===== src/assert_macros.svh =====
// ---------------------------------------------------------------------------
// assert_macros.svh
// Concurrent assertion wrappers, empty in synthesis builds.
// ---------------------------------------------------------------------------
`ifndef ASSERT_MACROS_SVH
`define ASSERT_MACROS_SVH

`ifndef SYNTHESIS
`define ETR_ASSERT(lbl, clk, rst_n, prop) \
  lbl: assert property (@(posedge clk) disable iff (!rst_n) prop) \
    else $error("assertion failed");
`define ETR_NEVER(lbl, clk, rst_n, expr) \
  lbl: assert property (@(posedge clk) disable iff (!rst_n) !(expr)) \
    else $error("forbidden condition");
`else
`define ETR_ASSERT(lbl, clk, rst_n, prop)
`define ETR_NEVER(lbl, clk, rst_n, expr)
`endif

`endif


===== src/etr_pkg.sv =====
// ---------------------------------------------------------------------------
// etr_pkg
// Types and constants of the event trace ring buffer.
// ---------------------------------------------------------------------------
package etr_pkg;

  localparam int unsigned CODE_COUNT = 32;
  localparam logic [15:0] MS_LIMIT   = 16'hFFFF;

  typedef enum logic [1:0] {
    KIND_LOG    = 2'd0,
    KIND_START  = 2'd1,
    KIND_READ   = 2'd2,
    KIND_STATUS = 2'd3
  } kind_e;

  typedef enum logic [1:0] {
    REG_CAPTURE_LEVEL = 2'd0,
    REG_RING_CAPACITY = 2'd1,
    REG_CODE_LEVELS   = 2'd2,
    REG_START_CODE    = 2'd3
  } cfg_reg_e;

  typedef enum logic {
    ST_IDLE = 1'b0,
    ST_BUSY = 1'b1
  } state_e;

  typedef struct packed {
    kind_e              kind;
    logic [7:0]         event_code;
    logic [7:0]         arg_a;
    logic signed [15:0] arg_b;
    logic [15:0]        boot_number;
    logic [31:0]        time_ms;
    logic [5:0]         read_index;
  } trace_req_t;

  typedef struct packed {
    logic               accepted;
    logic               entry_valid;
    logic [15:0]        entry_boot;
    logic [15:0]        entry_ms;
    logic [4:0]         entry_code;
    logic [7:0]         entry_a;
    logic signed [15:0] entry_b;
    logic [6:0]         entry_count;
    logic [31:0]        dropped_total;
  } trace_rsp_t;

  typedef struct packed {
    logic [15:0]        boot;
    logic [15:0]        ms;
    logic [4:0]         code;
    logic [7:0]         a;
    logic signed [15:0] b;
  } entry_t;

endpackage


===== src/event_trace_ring_buffer_top.sv =====
// ---------------------------------------------------------------------------
// event_trace_ring_buffer_top
// Event trace capture ring with overwrite of the oldest entry.
// ---------------------------------------------------------------------------
// Usage:
//   Requests enter on in_valid_i/in_ready_o carrying a trace_req_t: log an
//   event, start capture (clear plus marker entry), read an entry by
//   chronological index, or query status. Each request returns exactly one
//   trace_rsp_t on out_valid_o/out_ready_i.
//   Configuration registers (capture level, ring capacity, code level table,
//   start code) are written on cfg_valid_i/cfg_ready_o; cfg_ready_o is always
//   high. The user must write them only while no request is in flight; the
//   block itself does not enforce this. An accepted request moves the FSM
//   to ST_BUSY, from which out_valid_o is registered in the next cycle.
//   A new request is taken only in ST_IDLE, never while ST_BUSY loads the
//   entry memory's registered read data into the response register.
//   The next request is taken while the response register drains in the
//   same cycle; a stalled receiver holds the response and blocks input.
//   Reset clears the pointers, counters and configuration at once; the
//   entry memory is not cleared, so after a ring capacity change a read
//   can return an entry that was never written.
// ---------------------------------------------------------------------------
`include "assert_macros.svh"

module event_trace_ring_buffer_top #(
  parameter int unsigned RING_DEPTH = 64
) (
  input  logic              clk_i,
  input  logic              rst_ni,
  input  logic              in_valid_i,
  output logic              in_ready_o,
  input  etr_pkg::trace_req_t in_req_i,
  output logic              out_valid_o,
  input  logic              out_ready_i,
  output etr_pkg::trace_rsp_t out_rsp_o,
  input  logic              cfg_valid_i,
  output logic              cfg_ready_o,
  input  logic [1:0]        cfg_index_i,
  input  logic [63:0]       cfg_data_i
);

  localparam int unsigned PTR_W = (RING_DEPTH > 1) ? $clog2(RING_DEPTH) : 1;
  localparam int unsigned CNT_W = $clog2(RING_DEPTH + 1);
  localparam int unsigned CW    = (CNT_W > 7) ? CNT_W : 7;

  logic [1:0]  level_q;
  logic [6:0]  capacity_q;
  logic [63:0] code_levels_q;
  logic [4:0]  start_code_q;

  logic [PTR_W-1:0] wp_q, wp_d;
  logic [CNT_W-1:0] live_q, live_d;
  logic [31:0]      drop_q, drop_d;

  etr_pkg::state_e state_q, state_d;
  logic            out_valid_q, out_valid_d;
  etr_pkg::trace_rsp_t out_q;
  logic            rd_hit_q;
  etr_pkg::entry_t rd_data_q;

  etr_pkg::entry_t mem_q [RING_DEPTH];

  logic            in_fire;
  logic            is_log, is_start, is_read;
  logic [CW-1:0]   cap;
  logic [CW-1:0]   base_wp;
  logic [CW-1:0]   base_live;
  logic [31:0]     base_drop;
  logic [7:0]      st_code;
  logic [1:0]      code_lvl;
  logic            store_ok;
  logic [CW-1:0]   slot;
  logic [CW-1:0]   slot_inc;
  etr_pkg::entry_t wr_entry;
  logic            mem_we;
  logic [CW-1:0]   rd_n;
  logic [CW-1:0]   rd_h;
  logic [CW-1:0]   rd_idx;
  logic [CW:0]     rd_sum;
  logic [CW:0]     rd_phys;
  logic            rd_hit;

  assign cfg_ready_o = 1'b1;

  always_ff @(posedge clk_i or negedge rst_ni) begin
    if (!rst_ni) begin
      level_q       <= '0;
      capacity_q    <= '0;
      code_levels_q <= '0;
      start_code_q  <= '0;
    end else if (cfg_valid_i) begin
      unique case (etr_pkg::cfg_reg_e'(cfg_index_i))
        etr_pkg::REG_CAPTURE_LEVEL: level_q       <= cfg_data_i[1:0];
        etr_pkg::REG_RING_CAPACITY: capacity_q    <= cfg_data_i[6:0];
        etr_pkg::REG_CODE_LEVELS:   code_levels_q <= cfg_data_i;
        etr_pkg::REG_START_CODE:    start_code_q  <= cfg_data_i[4:0];
        default: ;
      endcase
    end
  end

  assign in_fire  = in_valid_i && in_ready_o;
  assign is_log   = (in_req_i.kind == etr_pkg::KIND_LOG);
  assign is_start = (in_req_i.kind == etr_pkg::KIND_START);
  assign is_read  = (in_req_i.kind == etr_pkg::KIND_READ);

  always_comb begin
    if (capacity_q == 7'd0 || CW'(capacity_q) > CW'(RING_DEPTH)) begin
      cap = CW'(RING_DEPTH);
    end else begin
      cap = CW'(capacity_q);
    end
  end

  always_comb begin
    if (is_start) begin
      base_wp   = '0;
      base_live = '0;
      base_drop = '0;
      st_code   = {3'd0, start_code_q};
    end else begin
      base_wp   = CW'(wp_q);
      base_live = CW'(live_q);
      base_drop = drop_q;
      st_code   = in_req_i.event_code;
    end
    code_lvl = code_levels_q[{st_code[4:0], 1'b0} +: 2];
    store_ok = (is_log || is_start) && (level_q != 2'd0)
               && (st_code < 8'(etr_pkg::CODE_COUNT)) && (code_lvl <= level_q);
    slot     = (base_wp < cap) ? base_wp : '0;
    slot_inc = slot + CW'(1);

    wr_entry.boot = in_req_i.boot_number;
    wr_entry.ms   = (in_req_i.time_ms > 32'(etr_pkg::MS_LIMIT)) ? etr_pkg::MS_LIMIT
                                                               : in_req_i.time_ms[15:0];
    wr_entry.code = st_code[4:0];
    if (is_start) begin
      wr_entry.a = {6'd0, level_q};
      wr_entry.b = 16'(cap);
    end else begin
      wr_entry.a = in_req_i.arg_a;
      wr_entry.b = in_req_i.arg_b;
    end

    wp_d   = PTR_W'(base_wp);
    live_d = CNT_W'(base_live);
    drop_d = base_drop;
    if (store_ok) begin
      wp_d = (slot_inc >= cap) ? '0 : PTR_W'(slot_inc);
      if (base_live < cap) begin
        live_d = CNT_W'(base_live + CW'(1));
      end else begin
        live_d = CNT_W'(cap);
        drop_d = base_drop + 32'd1;
      end
    end
  end

  assign mem_we = in_fire && store_ok;

  always_comb begin
    rd_n    = (CW'(live_q) < cap) ? CW'(live_q) : cap;
    rd_h    = (CW'(wp_q) < cap) ? CW'(wp_q) : '0;
    rd_idx  = CW'(in_req_i.read_index);
    rd_sum  = {1'b0, rd_h} + {1'b0, cap} - {1'b0, rd_n} + {1'b0, rd_idx};
    rd_phys = (rd_sum >= {1'b0, cap}) ? (rd_sum - {1'b0, cap}) : rd_sum;
    rd_hit  = is_read && (rd_idx < rd_n);
  end

  always_ff @(posedge clk_i) begin
    if (mem_we) begin
      mem_q[PTR_W'(slot)] <= wr_entry;
    end
  end

  always_ff @(posedge clk_i) begin
    if (in_fire && rd_hit) begin
      rd_data_q <= mem_q[PTR_W'(rd_phys)];
    end
  end

  always_ff @(posedge clk_i or negedge rst_ni) begin
    if (!rst_ni) begin
      wp_q     <= '0;
      live_q   <= '0;
      drop_q   <= '0;
      rd_hit_q <= 1'b0;
    end else if (in_fire) begin
      if (is_log || is_start) begin
        wp_q   <= wp_d;
        live_q <= live_d;
        drop_q <= drop_d;
      end
      rd_hit_q <= rd_hit;
    end
  end

  always_comb begin
    state_d = state_q;
    unique case (state_q)
      etr_pkg::ST_IDLE: if (in_fire) state_d = etr_pkg::ST_BUSY;
      etr_pkg::ST_BUSY: state_d = etr_pkg::ST_IDLE;
      default:          state_d = etr_pkg::ST_IDLE;
    endcase
  end

  always_comb begin
    in_ready_o  = (state_q == etr_pkg::ST_IDLE) && (!out_valid_q || out_ready_i);
    out_valid_d = out_valid_q;
    unique case (state_q)
      etr_pkg::ST_BUSY: out_valid_d = 1'b1;
      etr_pkg::ST_IDLE: if (out_ready_i) out_valid_d = 1'b0;
      default:          out_valid_d = 1'b0;
    endcase
  end

  always_ff @(posedge clk_i or negedge rst_ni) begin
    if (!rst_ni) begin
      state_q     <= etr_pkg::ST_IDLE;
      out_valid_q <= 1'b0;
    end else begin
      state_q     <= state_d;
      out_valid_q <= out_valid_d;
    end
  end

  always_ff @(posedge clk_i) begin
    if (in_fire) begin
      out_q.accepted      <= store_ok;
      out_q.entry_valid   <= rd_hit;
      if (is_log || is_start) begin
        out_q.entry_count   <= 7'(live_d);
        out_q.dropped_total <= drop_d;
      end else begin
        out_q.entry_count   <= 7'(live_q);
        out_q.dropped_total <= drop_q;
      end
    end
    if (state_q == etr_pkg::ST_BUSY) begin
      if (rd_hit_q) begin
        out_q.entry_boot <= rd_data_q.boot;
        out_q.entry_ms   <= rd_data_q.ms;
        out_q.entry_code <= rd_data_q.code;
        out_q.entry_a    <= rd_data_q.a;
        out_q.entry_b    <= rd_data_q.b;
      end else begin
        out_q.entry_boot <= '0;
        out_q.entry_ms   <= '0;
        out_q.entry_code <= '0;
        out_q.entry_a    <= '0;
        out_q.entry_b    <= '0;
      end
    end
  end

  assign out_valid_o = out_valid_q;
  assign out_rsp_o   = out_q;

  `ETR_ASSERT(a_accept_busy, clk_i, rst_ni, in_fire |=> (state_q == etr_pkg::ST_BUSY))
  `ETR_ASSERT(a_busy_resp, clk_i, rst_ni, (state_q == etr_pkg::ST_BUSY) |=> out_valid_o)
  `ETR_NEVER(a_live_bound, clk_i, rst_ni, CW'(live_q) > CW'(RING_DEPTH))
  `ETR_NEVER(a_read_no_store, clk_i, rst_ni,
             out_valid_o && out_rsp_o.entry_valid && out_rsp_o.accepted)

endmodule


===== config.mk =====
export PLATFORM = sky130hd
export DESIGN_NAME = event_trace_ring_buffer_top
export DESIGN_NICKNAME = d
export VERILOG_FILES = /design/src/etr_pkg.sv /design/src/event_trace_ring_buffer_top.sv
export VERILOG_INCLUDE_DIRS = /design/src /design/src/src
export SDC_FILE = /design/constraint.sdc
export NUM_CORES = 2
export LEC_CHECK = 0
export BUFFER_PORTS_ARGS = -buffer_cell sky130_fd_sc_hd__buf_2
export CORE_MARGIN = 5
export CORE_UTILIZATION = 49
export CTS_CLUSTER_SIZE = 28
export DETAILED_ROUTE_END_ITERATION = 6
export PLACE_DENSITY = 0.65
export SYNTH_ARGS = -nofsm -noshare
export SYNTH_HDL_FRONTEND = slang
export SYNTH_SLANG_ARGS = --single-unit

===== constraint.sdc =====
create_clock -name clk_i -period 16.3 [get_ports clk_i]
set_clock_uncertainty 0.15 [all_clocks]
set_input_delay 0.815 -clock clk_i [delete_from_list [all_inputs] [get_ports clk_i]]
set_output_delay 0.815 -clock clk_i [all_outputs]
set_load 0.02 [all_outputs]

==> impl_results.md <==
* Syn Nets at 11,270
* Clock Path Buffers at 4
* Area delta synth->final at 12.67%
* # DRC at 5
* Die footprint at 352,100 um^2
* ANT nets after route at 0
* Library cells used by synthesis at 80
* DRT Pass-1 Iters at 7
* Post_cts resized at 0
* DR iter-0 viols at 15,910
* Sink Count at 4,193
* Critical path type: reg2reg
* Inserted Clock Buffers at 409
* CP top delay family: compound AO/OA/AOI/OAI gates
* Failing checks: DRC
* Slew headroom at 2.769%
* Crit path max fanout at 24
* Arrival time worst endpoint at 11.45 ns
* H-tree depth at 5
* Setup TNS at 0 ns
* Max-cap violations at 0
* Synth Register Bits at 4,193
* Via count at 104,600
* Post-Syn Instances at 11,050
* I/O Buffers at 262
* TritonCTS clock tree: built
* Number of synthesized flops with an enable pin at 4,067
* WP data required at 16.96 ns
* Layout Nets at 11,570
* Via-per-instance ratio at 6.433
* CP peak stage delay at 1.07 ns
* Chip width at 593.4 um
* Number of global-route vias before repair at 99,920
* FILL cells at 26,470
* Clock Latency Late Sink at 0.96 ns
* Outcome: complete, but fails checks
* Largest net degree at the start of global routing at 160
* Final Hold Viols at 0
* Worst-margin pin slew at 1.455 ns
* Min cycle time layout at 10.79 ns
* Number of top-level pins at 264
* FMAX at 0.09266 GHz
* Final HPWL DP at 277,100 um
* Global-route wire length before repair at 747,300 um
* Most common cell after layout, fill and taps aside: edfxtp_1
* Placed insts at 15,410
* Overall routing resource usage at 29.68%
* Post-synthesis sequential area ratio at 75.13%
* Crit share post-route at 66.21%
* Finished Layout Cells at 16,260
* Crit-path slowest cell: a32oi_4
* Share of cells above drive strength 1 at 13.12%
* GP Congestion at 0.8482
* Hold Path Class: in2reg
* CP startpoint kind: flip-flop
* RSZ-0062 raised after global routing: false
* Initial antenna violation count at 34
* Core area at 339,500 um^2
* Wirelength, routed at 534,000 um
* Async S/R FF share, synth at 3.005%
* Most frequent cells in the layout: edfxtp_1 (4,067), nand2_1 (2,217), nand3_1 (781)
* Root Driver: clkbuf_16
* Post-place setup slack at 5.713 ns
* Initial core utilization at 49.11%
* Synth Warn # at 0
* Bufs and invs on worst path at 4
* Post-synthesis cell area at 166,700 um^2
* GRT overflow at 0
* R2R Setup Slk at 5.51 ns
* Avg Inst Size Synth at 15.09 um^2
* Post-detailed-route wirelength per cell at 32.84 um
* Final WS setup at 5.508 ns
* Critical path capture point type: flip-flop
* Max-slew violations at 0
* Setup violators final at 0
* Worst-path clk slew at 0.06 ns
* Die H at 593.4 um
* Synth Flop Type: edfxtp_1
* FP Rows at 214
-- final cells by class --
cell class | count | area, um^2 | share of cell area (%)
clock inverters | 235 | 2389 | 1.271
repair buffers | 601 | 4337 | 2.308
diodes | 33 | 82.58 | 0.04395
multi-input cells | 6075 | 38970 | 20.74
inverters | 67 | 251.5 | 0.1339
well taps | 4536 | 5675 | 3.021
flip-flops and latches | 4193 | 125300 | 66.68
clock buffers | 521 | 10890 | 5.794
-- final timing paths --
path                             startpoint           endpoint  cells after the start
max                           capacity_q[6]      rd_data_q[44]                     27
min                          cfg_index_i[0]         level_q[1]                      4
max reg2reg                   capacity_q[6]      rd_data_q[44]                     27
min reg2reg                code_levels_q[0]   code_levels_q[0]                      1
max in group asynchronous            rst_ni  code_levels_q[57]                      3
min in group asynchronous            rst_ni         drop_q[29]                      2
-- synth_stat cells (all sizes together) (21+ instances only) --
cell type	n	share of area, %
o41ai	31	0.16
nor4b	30	0.27
or4	30	0.14
a31oi	181	0.68
ha	53	0.40
xnor2	33	0.17
nor2	158	0.36
nand3	784	2.4
buf	298	0.99
nor4	92	0.35
o21ai	180	0.54
a21oi	196	0.59
a222oi	33	0.20
mux2	97	0.66
and3	308	1.2
a211oi	37	0.18
a311oi	151	0.79
and4	30	0.16
a211o	65	0.34
dfrtp	126	1.9
o22ai	185	0.69
mux4	133	1.8
inv	65	0.15
and2	92	0.35
o211a	31	0.19
mux2i	542	3.3
a311o	120	0.72
a22o	32	0.17
a21o	26	0.12
o221ai	28	0.15
nand2	2220	5.0
edfxtp	4067	73
clkbuf	415	0.93
nand4	21	0.079
-- logic make-up (layout without fill, tap and decap cells) --
| kind of cell | after synthesis | in the layout | synth area share [%] |
|---|---|---|---|
| AO/OA/AOI/OAI | 1358 | 1358 | 5.834 |
| XOR/XNOR | 38 | 38 | 0.1996 |
| adder cells (fa/ha/maj) | 67 | 67 | 0.5658 |
| buffers and inverters | 780 | 1424 | 2.079 |
| flip-flops | 4193 | 4193 | 75.13 |
| multiplexers | 772 | 772 | 5.705 |
| other | 1 | 34 | 0.002249 |
| AND/OR/NAND/NOR | 3839 | 3839 | 10.48 |
-- through the flow --
stage / instance area, um^2 / utilization (%) / hold WS, ns
final: 187900 / 55.34 / 0.08252
after global routing: 187800 / 55.32 / 0.08350
after floorplan: 166700 / - / 0.3239
after global placement: 173800 / 51.20 / 0.3340
after detailed placement: 173900 / 51.21 / 0.3396
after CTS: 187800 / 55.31 / 0.02797
-- routing by layer --
| metal | wire (um) | up-vias | GRT usage (%) |
|---|---|---|---|
| li1 | - | 43060 | - |
| met1 | 196000 | 53030 | 40.98 |
| met2 | 240900 | 7206 | 45.35 |
| met3 | 70790 | 1289 | 7.509 |
| met4 | 26100 | 24 | 12.25 |
| met5 | 153 | - | 0 |
-- worst reg2reg max path: stages, from the launching register on --
cell     delay, ns
dfrtp_1       0.46
nor2b_1       0.30
inv_1         0.30
ha_1          0.37
a21o_1        0.11
a21o_1        0.11
a21oi_1       0.07
o21ai_1       0.50
mux2_2        0.44
fa_1          0.51
inv_1         0.05
fa_1          0.45
ha_1          0.23
fa_1          0.49
a21o_1        0.20
a21oi_1       0.17
xnor2_1       0.41
ha_1          0.42
and3_1        0.28
a211o_1       0.50
nor2_2        0.90
nor2_1        0.20
a32oi_4       1.07
buf_4         0.72
buf_4         0.66
a311o_1       0.27
a211o_1       0.12
and4_1        0.20
-- what timing repair did --
| action | 4_1_cts | 5_1_grt |
|---|---|---|
| endpoints found under the hold margin | 118 | 0 |
| setup buffers | 0 | 0 |
| hold buffers | 66 | 0 |
-- flip-flops by register name, indices dropped and copies added (netlist names) --
| name | cells |
|---|---|
| capacity_q | 7 |
| level_q | 2 |
| start_code_q | 5 |
| drop_q | 32 |
| live_q | 7 |
| state_q | 1 |
| out_valid_o | 1 |
| out_rsp_o | 102 |
| rd_hit_q | 1 |
| wp_q | 6 |
| rd_data_q | 61 |
| mem_q | 3904 |
| code_levels_q | 64 |
Power is not shown: default switching activity piles up to over one toggle a cycle in this logic, so the estimate is an artifact.
